`config.mk`:
```
export PLATFORM = sky130hd
export DESIGN_NAME = ipv4_text_acl_matcher_top
export DESIGN_NICKNAME = d
export VERILOG_FILES = /design/src/rtl/core/iptam_pkg.sv /design/src/rtl/core/iptam_front.sv /design/src/rtl/core/iptam_queue.sv /design/src/rtl/core/iptam_back.sv /design/src/rtl/core/ipv4_text_acl_matcher_top.sv
export SDC_FILE = /design/constraint.sdc
export NUM_CORES = 1
export LEC_CHECK = 0
export ABC_AREA = 1
export BUFFER_PORTS_ARGS = -buffer_cell sky130_fd_sc_hd__buf_2
export CORE_ASPECT_RATIO = 1.2
export CORE_MARGIN = 3
export CORE_UTILIZATION = 45
export DETAILED_ROUTE_END_ITERATION = 10
export PLACE_DENSITY = 0.7
export SYNTH_ARGS = -nofsm -noshare
export SYNTH_HDL_FRONTEND = slang
export SYNTH_SLANG_ARGS = --single-unit
```
`constraint.sdc`:
```
create_clock -name clk -period 8.15 [get_ports clk]
set_clock_uncertainty 0.1 [all_clocks]
set_input_delay 1.2225 -clock clk [delete_from_list [all_inputs] [get_ports clk]]
set_output_delay 1.2225 -clock clk [all_outputs]
set_load 0.03 [all_outputs]
```
`src/rtl/core/iptam_pkg.sv`:
```
// iptam_pkg: shared types, codes and helpers for the IPv4 text ACL matcher.
// It has no dependencies. The front, queue, back and top-level files use it.
package iptam_pkg;

  localparam int CHAR_W      = 8;
  localparam int ADDR_W      = 32;
  localparam int RULE_WORD_W = 64;
  localparam int OCTET_W     = 9;
  localparam int COUNT_W     = 3;
  localparam int CFG_INDEX_W = 3;
  localparam int KIND_W      = 4;
  localparam int MAX_KINDED  = 4;

  localparam int QUEUE_DEPTH = 2;
  localparam int QPTR_W      = 1;
  localparam int QCNT_W      = 2;

  localparam logic [1:0] VERDICT_ACCEPT    = 2'd0;
  localparam logic [1:0] VERDICT_FILTERED  = 2'd1;
  localparam logic [1:0] VERDICT_MALFORMED = 2'd2;

  localparam logic [CFG_INDEX_W-1:0] REG_RULE_COUNT = 3'd0;
  localparam logic [CFG_INDEX_W-1:0] REG_RULE_KINDS = 3'd1;
  localparam logic [CFG_INDEX_W-1:0] REG_RULE_WORD0 = 3'd2;

  localparam logic [CHAR_W-1:0] CH_SPACE = 8'h20;
  localparam logic [CHAR_W-1:0] CH_TAB   = 8'h09;
  localparam logic [CHAR_W-1:0] CH_CR    = 8'h0D;
  localparam logic [CHAR_W-1:0] CH_LF    = 8'h0A;
  localparam logic [CHAR_W-1:0] CH_DOT   = 8'h2E;
  localparam logic [CHAR_W-1:0] CH_ZERO  = 8'h30;
  localparam logic [CHAR_W-1:0] CH_NINE  = 8'h39;

  localparam logic [OCTET_W-1:0] OCTET_MAX = 9'd255;
  localparam logic [OCTET_W-1:0] OCTET_SAT = 9'd256;
  localparam logic [COUNT_W-1:0] OCTETS_FULL = 3'd4;
  localparam logic [COUNT_W-1:0] OCTETS_SAT  = 3'd7;

  typedef struct packed {
    logic [CHAR_W-1:0] text_char;
    logic              end_of_field;
  } char_item_t;

  typedef struct packed {
    logic [1:0]        verdict;
    logic [ADDR_W-1:0] address;
  } result_item_t;

  // Parsed field handed from front to back.
  typedef struct packed {
    logic              malformed;
    logic [ADDR_W-1:0] address;
  } field_rec_t;

  typedef struct packed {
    logic [OCTET_W-1:0] octet_value;
    logic               octet_has_digit;
    logic [COUNT_W-1:0] octets_done;
    logic [ADDR_W-1:0]  address_accum;
    logic               text_started;
    logic               trailing_space_seen;
    logic               malformed_flag;
  } parse_state_t;

  function automatic parse_state_t close_octet(parse_state_t s);
    parse_state_t r;
    r = s;
    if (!s.octet_has_digit || (s.octet_value > OCTET_MAX)) begin
      r.malformed_flag = 1'b1;
    end
    r.address_accum = {s.address_accum[ADDR_W-9:0], s.octet_value[7:0]};
    if (s.octets_done < OCTETS_SAT) begin
      r.octets_done = s.octets_done + 3'd1;
    end
    r.octet_value     = '0;
    r.octet_has_digit = 1'b0;
    return r;
  endfunction

endpackage

```
`src/rtl/core/iptam_front.sv`:
```
// iptam_front: character parser; builds octets and flags malformed text.
// Pushes one field record per end of field. Depends on iptam_pkg.
module iptam_front import iptam_pkg::*; (
  input  logic         clk,
  input  logic         rst,
  input  logic         char_valid,
  output logic         char_ready,
  input  char_item_t   char_item,
  output logic         push,
  output field_rec_t   push_rec,
  input  logic         queue_full
);

  parse_state_t state;
  parse_state_t state_next;
  parse_state_t after_char;
  parse_state_t after_end;
  logic         accept;
  logic         is_blank;
  logic         is_digit;
  logic [12:0]  prod;
  logic [7:0]   c;

  assign c          = char_item.text_char;
  assign char_ready = !queue_full;
  assign accept     = char_valid && char_ready;
  assign push       = accept && char_item.end_of_field;

  always_comb begin
    is_blank = (c == CH_SPACE) || (c == CH_TAB) || (c == CH_CR) || (c == CH_LF);
    is_digit = (c >= CH_ZERO) && (c <= CH_NINE);
    prod = {1'b0, state.octet_value, 3'b000} + {3'b000, state.octet_value, 1'b0}
         + {5'd0, (c - CH_ZERO)};
    after_char = state;
    if (is_blank) begin
      if (state.text_started) begin
        after_char.trailing_space_seen = 1'b1;
      end
    end else begin
      if (state.trailing_space_seen) begin
        after_char.malformed_flag = 1'b1;
      end
      after_char.text_started = 1'b1;
      if (is_digit) begin
        after_char.octet_value     = (prod > 13'(OCTET_SAT)) ? OCTET_SAT : prod[OCTET_W-1:0];
        after_char.octet_has_digit = 1'b1;
      end else if (c == CH_DOT) begin
        after_char = close_octet(after_char);
      end else begin
        after_char.malformed_flag = 1'b1;
      end
    end
    after_end = close_octet(after_char);
    if (after_end.octets_done != OCTETS_FULL) begin
      after_end.malformed_flag = 1'b1;
    end
    push_rec.malformed = after_end.malformed_flag;
    push_rec.address   = after_end.address_accum;
    state_next = state;
    if (accept) begin
      state_next = char_item.end_of_field ? '0 : after_char;
    end
  end

  always_ff @(posedge clk) begin
    if (rst) begin
      state <= '0;
    end else begin
      state <= state_next;
    end
  end

endmodule

```
`src/rtl/core/iptam_queue.sv`:
```
// iptam_queue: short FIFO of field records between parser and matcher.
// Depends on iptam_pkg.
module iptam_queue import iptam_pkg::*; (
  input  logic       clk,
  input  logic       rst,
  input  logic       push,
  input  field_rec_t push_rec,
  output logic       full,
  output logic       head_valid,
  output field_rec_t head_rec,
  input  logic       pop
);

  field_rec_t         mem [QUEUE_DEPTH];
  logic [QPTR_W-1:0]  wr_ptr;
  logic [QPTR_W-1:0]  rd_ptr;
  logic [QCNT_W-1:0]  count;
  logic               do_push;
  logic               do_pop;

  assign full       = (count == QCNT_W'(QUEUE_DEPTH));
  assign head_valid = (count != '0);
  assign head_rec   = mem[rd_ptr];
  assign do_push    = push && !full;
  assign do_pop     = pop && head_valid;

  always_ff @(posedge clk) begin
    if (do_push) begin
      mem[wr_ptr] <= push_rec;
    end
  end

  always_ff @(posedge clk) begin
    if (rst) begin
      wr_ptr <= '0;
      rd_ptr <= '0;
      count  <= '0;
    end else begin
      if (do_push) begin
        wr_ptr <= wr_ptr + 1'b1;
      end
      if (do_pop) begin
        rd_ptr <= rd_ptr + 1'b1;
      end
      count <= count + QCNT_W'(do_push) - QCNT_W'(do_pop);
    end
  end

endmodule

```
`src/rtl/core/iptam_back.sv`:
```
// iptam_back: rule matcher with registered result output.
// Compares all rule slots in parallel. Depends on iptam_pkg.
module iptam_back import iptam_pkg::*; #(
  parameter int RULE_SLOTS = 4
) (
  input  logic                                  clk,
  input  logic                                  rst,
  input  logic                                  head_valid,
  input  field_rec_t                            head_rec,
  output logic                                  pop,
  input  logic [COUNT_W-1:0]                    rule_count,
  input  logic [KIND_W-1:0]                     rule_kinds,
  input  logic [RULE_SLOTS-1:0][RULE_WORD_W-1:0] rule_words,
  output logic                                  result_valid,
  input  logic                                  result_ready,
  output result_item_t                          result_item
);

  logic [COUNT_W-1:0]    count_eff;
  logic [RULE_SLOTS-1:0] kinds_ext;
  logic [RULE_SLOTS-1:0] hit;
  logic [ADDR_W-1:0]     lo;
  logic [ADDR_W-1:0]     hi;
  logic                  pass;
  result_item_t          res_next;

  assign pop = head_valid && (!result_valid || result_ready);

  always_comb begin
    count_eff = (rule_count > COUNT_W'(RULE_SLOTS)) ? COUNT_W'(RULE_SLOTS) : rule_count;
    kinds_ext = RULE_SLOTS'(rule_kinds);
    lo = '0;
    hi = '0;
    for (int i = 0; i < RULE_SLOTS; i++) begin
      lo = rule_words[i][ADDR_W-1:0];
      hi = rule_words[i][RULE_WORD_W-1:ADDR_W];
      if (kinds_ext[i]) begin
        hit[i] = (lo <= head_rec.address) && (head_rec.address <= hi);
      end else begin
        hit[i] = ((head_rec.address & hi) == (lo & hi));
      end
      hit[i] = hit[i] && (COUNT_W'(i) < count_eff);
    end
    pass = (count_eff == '0) || (|hit);
    if (head_rec.malformed) begin
      res_next.verdict = VERDICT_MALFORMED;
      res_next.address = '0;
    end else begin
      res_next.verdict = pass ? VERDICT_ACCEPT : VERDICT_FILTERED;
      res_next.address = head_rec.address;
    end
  end

  always_ff @(posedge clk) begin
    if (rst) begin
      result_valid <= 1'b0;
    end else if (pop) begin
      result_valid <= 1'b1;
    end else if (result_ready) begin
      result_valid <= 1'b0;
    end
  end

  always_ff @(posedge clk) begin
    if (pop) begin
      result_item <= res_next;
    end
  end

endmodule

```
`src/rtl/core/ipv4_text_acl_matcher_top.sv`:
```
// ipv4_text_acl_matcher_top: takes one character per cycle while the queue has room.
// Each field record passes from the parser into the queue, then the result register,
// where it stays until taken. The parser updates each octet combinationally and the
// matcher compares all rule slots in parallel, sustaining this rate while not stalled.
// Synchronous reset clears parse state, queue, output valid and all rule registers.
// Depends on iptam_pkg, iptam_front, iptam_queue and iptam_back.
module ipv4_text_acl_matcher_top import iptam_pkg::*; #(
  parameter int RULE_SLOTS = 4
) (
  input  logic                   clk,
  input  logic                   rst,
  input  logic                   char_valid,
  output logic                   char_ready,
  input  char_item_t             char_item,
  output logic                   result_valid,
  input  logic                   result_ready,
  output result_item_t           result_item,
  input  logic                   cfg_valid,
  output logic                   cfg_ready,
  input  logic [CFG_INDEX_W-1:0] cfg_index,
  input  logic [RULE_WORD_W-1:0] cfg_data
);

  logic [COUNT_W-1:0]                     rule_count;
  logic [KIND_W-1:0]                      rule_kinds;
  logic [RULE_SLOTS-1:0][RULE_WORD_W-1:0] rule_words;
  logic                                   cfg_write;
  logic                                   push;
  field_rec_t                             push_rec;
  logic                                   queue_full;
  logic                                   head_valid;
  field_rec_t                             head_rec;
  logic                                   pop;

  assign cfg_ready = 1'b1;
  assign cfg_write = cfg_valid && cfg_ready;

  always_ff @(posedge clk) begin
    if (rst) begin
      rule_count <= '0;
      rule_kinds <= '0;
      rule_words <= '0;
    end else if (cfg_write) begin
      if (cfg_index == REG_RULE_COUNT) begin
        rule_count <= cfg_data[COUNT_W-1:0];
      end
      if (cfg_index == REG_RULE_KINDS) begin
        rule_kinds <= cfg_data[KIND_W-1:0];
      end
      for (int s = 0; s < RULE_SLOTS; s++) begin
        if ((s < MAX_KINDED) && (cfg_index == REG_RULE_WORD0 + CFG_INDEX_W'(s))) begin
          rule_words[s] <= cfg_data;
        end
      end
    end
  end

  iptam_front u_front (
    .clk        (clk),
    .rst        (rst),
    .char_valid (char_valid),
    .char_ready (char_ready),
    .char_item  (char_item),
    .push       (push),
    .push_rec   (push_rec),
    .queue_full (queue_full)
  );

  iptam_queue u_queue (
    .clk        (clk),
    .rst        (rst),
    .push       (push),
    .push_rec   (push_rec),
    .full       (queue_full),
    .head_valid (head_valid),
    .head_rec   (head_rec),
    .pop        (pop)
  );

  iptam_back #(
    .RULE_SLOTS (RULE_SLOTS)
  ) u_back (
    .clk          (clk),
    .rst          (rst),
    .head_valid   (head_valid),
    .head_rec     (head_rec),
    .pop          (pop),
    .rule_count   (rule_count),
    .rule_kinds   (rule_kinds),
    .rule_words   (rule_words),
    .result_valid (result_valid),
    .result_ready (result_ready),
    .result_item  (result_item)
  );

endmodule
```
Word level (Yosys, flattened, before mapping)
Memory sizes are Yosys's and may differ from the RTL's. A register that Yosys moved wholly into a read port is not among the register bits.
Cells that the tools add are included.
- bits in registers: 342
- memory bits (writable): 66
- memories kept: 1
- word-level logic and storage cells: 142
- memory list (memory ; words ; bits a word ; read ports ; clocked after memory_dff ; write ports ; RTL line ; RTL):
    u_queue.mem ; 2 ; 33 ; 1 ; 1 ; 1 ; iptam_queue.sv:14 ; field_rec_t mem [QUEUE_DEPTH];
- bitwise gates (word level): 8
- $lt $le $gt $ge: 20
- reduce and logical (&&, ||, !) cells: 40
- add/sub/neg operators: 9
- multiplexer cells: 28
- equality and inequality tests: 17
- operators by type and width (operator ; count):
    $and A32 B32 Y32 ; 8
    $le A32 B32 Y1 ; 8
    $eq A32 B32 Y1 ; 4
    $mux W48 ; 1
    $mux W47 ; 1
    $mux W46 ; 1
    $mux W38 ; 1
    $eq A8 B4 Y1 const B ; 3
    $mux W1 ; 19
    $gt A9 B8 Y1 const B ; 2
    $eq A8 B6 Y1 const B ; 2
    $logic_and A1 B1 Y1 ; 14
    $reduce_and A2 Y1 ; 7
    $add A12 B10 Y13 ; 1
    $add A13 B8 Y13 ; 1
    $gt A13 B9 Y1 const B ; 1
    $mux W10 ; 1
    $mux W3 ; 3
    $mux W9 ; 1
    $ge A8 B6 Y1 const B ; 1
    $le A8 B6 Y1 const B ; 1
    $reduce_bool A2 Y1 ; 4
    $sub A8 B6 Y8 const B ; 1
    $logic_or A1 B1 Y1 ; 7
    18 further kinds ; 29

Logic depth before layout (Yosys ltp)
- word-level depth: 10
- gate-level depth with buffers: 23
- mapped depth without buffers: 22

Modules after synthesis
From an unflattened synthesis, not the netlist that was laid out.
- cell total of the unflattened synthesis: 3793
- area total of the unflattened synthesis: 27662.8 um2
- by module, submodules not included (module ; times used ; area an instance (um2) ; cells an instance ; sequential area each (um2)):
    iptam_back ; 1 ; 11448.5 ; 1644 ; 1041.0
    ipv4_text_acl_matcher_top ; 1 ; 10372.4 ; 1511 ; 5265.0
    iptam_front ; 1 ; 3052.9 ; 496 ; 800.8
    iptam_queue ; 1 ; 2788.9 ; 142 ; 2082.0

Worst setup path before layout
Ideal clock, no wire load.
- path type: in2reg
- start: input port result_ready
- end: register u_queue.count[1]
- path buffers: 0
- required time: 7.980 ns
- path slack: 4.117 ns
- data arrival time: 3.863 ns
- stages: 8
- cells stage by stage: nor2_1 nor2_1 ha_1 inv_1 ha_1 xor2_1 o21ai_0 a21oi_1
- word-level cells in the longest chain between the ends: 4
- RTL lines (element ; RTL line ; RTL):
    start, declared ; ipv4_text_acl_matcher_top.sv:16 ; input logic result_ready,
    $logic_or A1 B1 Y1 ; iptam_back.sv:27 ; assign pop = head_valid && (!result_valid || result_ready);
    $logic_and A1 B1 Y1 ; iptam_back.sv:27 ;
    net pop ; ipv4_text_acl_matcher_top.sv:33 ; logic pop;
    $logic_and A1 B1 Y1 ; iptam_queue.sv:25 ; assign do_pop = pop && head_valid;
    $sub A2 B1 Y2 ; iptam_queue.sv:45 ; count <= count + QCNT_W'(do_push) - QCNT_W'(do_pop);
    end signal, assigned ; iptam_queue.sv:45 ;
    end, declared ; iptam_queue.sv:17 ; logic [QCNT_W-1:0] count;
The timed path passes the listed nets, and every way through them passes these cells.
A chain may end at the register's enable or synchronous reset.

==> flow_summary.json <==
{
  "outcome": "finished clean",
  "timing.hold.ws_ps": 342,
  "worstSetupEndpointType": "flip-flop",
  "ys_async_sr_fraction": 0,
  "syn_area_um2": 25600,
  "synthMuxAreaShare": 0.000440,
  "fmax_mhz": 252,
  "yosys-top-cells-area": "dfxtp_1 24%, ha_1 20%, edfxtp_1 12%",
  "synthAdderAreaFrac": 0.202,
  "cts_sinks": 409,
  "gp_congestion": 0.941,
  "p_int_uw": 4280,
  "yosysWarnings": 0,
  "slew_headroom": 0.296,
  "p_clk_frac": 0.305,
  "critPathLaunchType": "flip-flop",
  "critPathKind": "reg2reg",
  "hold_depth": 1,
  "synthToLayoutAreaGrowth_pct": 11.7,
  "synth-main-ff-cell": "dfxtp_1",
  "numCtsBuffers": 46,
  "drc": 0,
  "via_count": 21700,
  "slowest_stage": "nor3_1",
  "synth-xor-area-share": 0.0325,
  "place.port_buffers": 116,
  "rsz0062_at_grt": "no",
  "synth-simple-area-share": 0.189,
  "antenna_found_initial": 7,
  "via_per_inst": 5.22,
  "synth_seq_cells": 409,
  "cts_setup_buffers": 0,
  "cts_htree_levels": 2,
  "yosysSeqAreaShare": 0.359,
  "die_y_um": 267,
  "clock_path_buffers": 3,
  "p_per_area_nw_per_um2": 245,
  "wl_per_cell_um": 17.3,
  "path_max_fanout": 65,
  "fin_crit_sh": 0.487,
  "synth_cell_types": 45,
  "yosysMostFrequentCell": "nand2_1",
  "clk_pin_slew_ps": 60,
  "r2r_cells": 14,
  "worstPathCellList": "buf_4 -> o21ai_0 -> ha_1 -> nand2_1 -> nor2_1 -> nand4_1 -> nor3_1 -> nand4_1 -> nand2_1 -> nand2_1 -> nand2_1 -> nand2_1 -> nand3_1 -> nor2_1",
  "rows": 95,
  "grt_pass1_wl_um": 112000,
  "synth_top_area_cell": "dfxtp_1",
  "grt_overflow": 0,
  "drt-initial-drc-count": 1458,
  "holdBufCountCts": 0,
  "syn_area_per_cell_um2": 7.79,
  "drive_above_1_share": 0.0936,
  "ctsResizeCount": 0,
  "ir_drop_mv": 0.317,
  "ant_nets": 0,
  "syn_nets": 3774,
  "p_sw_uw": 2720,
  "synth_top_area_frac": 0.242,
  "switching_share": 0.389,
  "reg2reg_setup_slack_ps": 4180,
  "report.final.setup_viol": 0,
  "root_buffer": "clkbuf_16",
  "fill_cells": 5419,
  "min_period_ps": 3970,
  "hpwlAfterDp_um": 52500,
  "cellLeakagePower_uw": 0.0129,
  "cp.required_ps": 8410,
  "reg2reg_to": "u_back.result_item[32]",
  "synth_top_family_by_area": "adder cells",
  "syn-instance-count": 3283,
  "arrival_ps": 4230,
  "grt_pass1_vias": 20500,
  "yosys-top-cells-count": "641 x nand2_1, 404 x ha_1, 358 x nor2_1",
  "clk_latency_ps": 610,
  "die_w_um": 224,
  "synth-edff-count": 100,
  "io_pins": 118,
  "grt_usage": 0.237,
  "p_seq_frac": 0.335,
  "cpMostUsedCell": "nand2_1",
  "nNetsFinal": 3872,
  "endpoint": "u_back.result_item[32]",
  "synth-compound-area-share": 0.149,
  "slew_violations": 0,
  "hold_class": "reg2reg",
  "tightest_slew_ps": 1050,
  "wl_um": 71700,
  "die_area_um2": 59800,
  "cpPeakStageDelay_ps": 530,
  "start_util": 0.456,
  "finalHoldViolCount": 0,
  "setup_tns_ps": 0,
  "core_um2": 56100,
  "drv_cap": 0,
  "grt_max_degree": 101,
  "comb_power_share": 0.360,
  "cts_tree": "done",
  "drtPass1Iterations": 5
}
## layer usage
| metal | up-vias | share of wire | track usage |
|---|---|---|---|
| met1 | 9995 | 0.43 | 0.296 |
| li1 | 11000 | - | - |
| met3 | 126 | 0.053 | 0.0371 |
| met5 | - | 0.00057 | 0 |
| met4 | 6 | 0.035 | 0.0830 |
| met2 | 517 | 0.48 | 0.417 |
## through the flow
| stage | instances | power [uW] | setup slack [ps] | utilization | cell area (um^2) |
|---|---|---|---|---|---|
| 2_1_floorplan | 3283 | 3980 | 4120 | - | 25600 |
| 3_3_place_gp | 4060 | 4840 | 4000 | 0.482 | 27000 |
| 3_5_place_dp | 4060 | 4880 | 3970 | 0.482 | 27000 |
| 4_1_cts | 4144 | 7030 | 4190 | 0.509 | 28600 |
| 5_1_grt | 4144 | 7470 | 3950 | 0.509 | 28600 |
| 6_report | 4148 | 7000 | 4180 | 0.510 | 28600 |
## cell type report
class / instances / area, um^2 / share of cell area
diodes: 4 / 10.0 / 0.000350
clock buffers: 57 / 1280 / 0.0449
clock inverters: 27 / 269 / 0.00941
inverters: 345 / 1300 / 0.0456
multi-input cells: 2419 / 14700 / 0.515
flip-flops and latches: 409 / 9190 / 0.322
well taps: 727 / 910 / 0.0318
repair buffers: 160 / 911 / 0.0319
## logic make-up after synthesis
logic type | Yosys count
adder cells (fa/ha/maj) | 410
multiplexers | 1
flip-flops | 409
other | 1
AO/OA/AOI/OAI | 731
XOR/XNOR | 95
buffers and inverters | 455
AND/OR/NAND/NOR | 1181
## power by group through the flow
stage          clock network [uW]  registers [uW]  logic [uW]
2_1_floorplan                   0            2510        1460
3_3_place_gp                    0            2380        2460
3_5_place_dp                    0            2380        2500
4_1_cts                      2170            2340        2520
5_1_grt                      2250            2360        2860
6_report                     2140            2340        2520
## worst max-delay path, delay by kind of cell (launching register included)
family / cells / cell delay (ps)
simple gates: 11 / 1850
buf+inv: 1 / 470
flops: 1 / 320
compound gates: 1 / 500
fa+ha+maj: 1 / 460
## cells in the final DEF (no fill, tap or decap), types with 4 or more instances in the layout
master | synthesis | final
dfxtp_1 | 309 | 308
ha_1 | 404 | 404
nand3b_1 | 7 | 7
fa_1 | 6 | 6
nor2_4 | 2 | 4
xor2_1 | 53 | 53
a21oi_1 | 327 | 327
o21bai_1 | 7 | 7
o21a_1 | 16 | 16
clkbuf_16 | 0 | 46
edfxtp_1 | 100 | 100
inv_1 | 340 | 337
diode_2 | 0 | 4
a21oi_2 | 11 | 11
nand4_1 | 33 | 33
nand2_2 | 12 | 12
nand3_1 | 59 | 58
clkbuf_8 | 0 | 9
nor2_1 | 358 | 352
clkinv_1 | 0 | 4
nor2_2 | 0 | 4
inv_2 | 3 | 4
xnor2_1 | 42 | 42
nand2_1 | 641 | 641
o21ai_2 | 7 | 7
buf_2 | 10 | 116
buf_4 | 2 | 44
or2_2 | 25 | 25
nor3_1 | 30 | 30
clkinv_2 | 2 | 15
o21ai_0 | 350 | 350
## how the worst min path moves through the flow
stage                            startpoint                end
after detailed placement     u_queue.rd_ptr          flip-flop
after global routing      u_front.state[24]  u_front.state[24]
after CTS                    u_queue.rd_ptr          flip-flop
after floorplan              u_queue.rd_ptr          flip-flop
final                        u_queue.rd_ptr          flip-flop
after global placement     u_front.state[2]   u_front.state[2]
## flip-flops by register name, indices dropped and copies added (netlist names), named ones only
signal               cells
u_queue.count            2
rule_count               3
u_queue.wr_ptr           1
rule_words             256
u_front.state           40
u_back.result_item      34
u_back.result_valid      1
u_queue.mem             66
u_queue.rd_ptr           1
rule_kinds               4
Note: power is estimated with default switching activity, not from simulation.
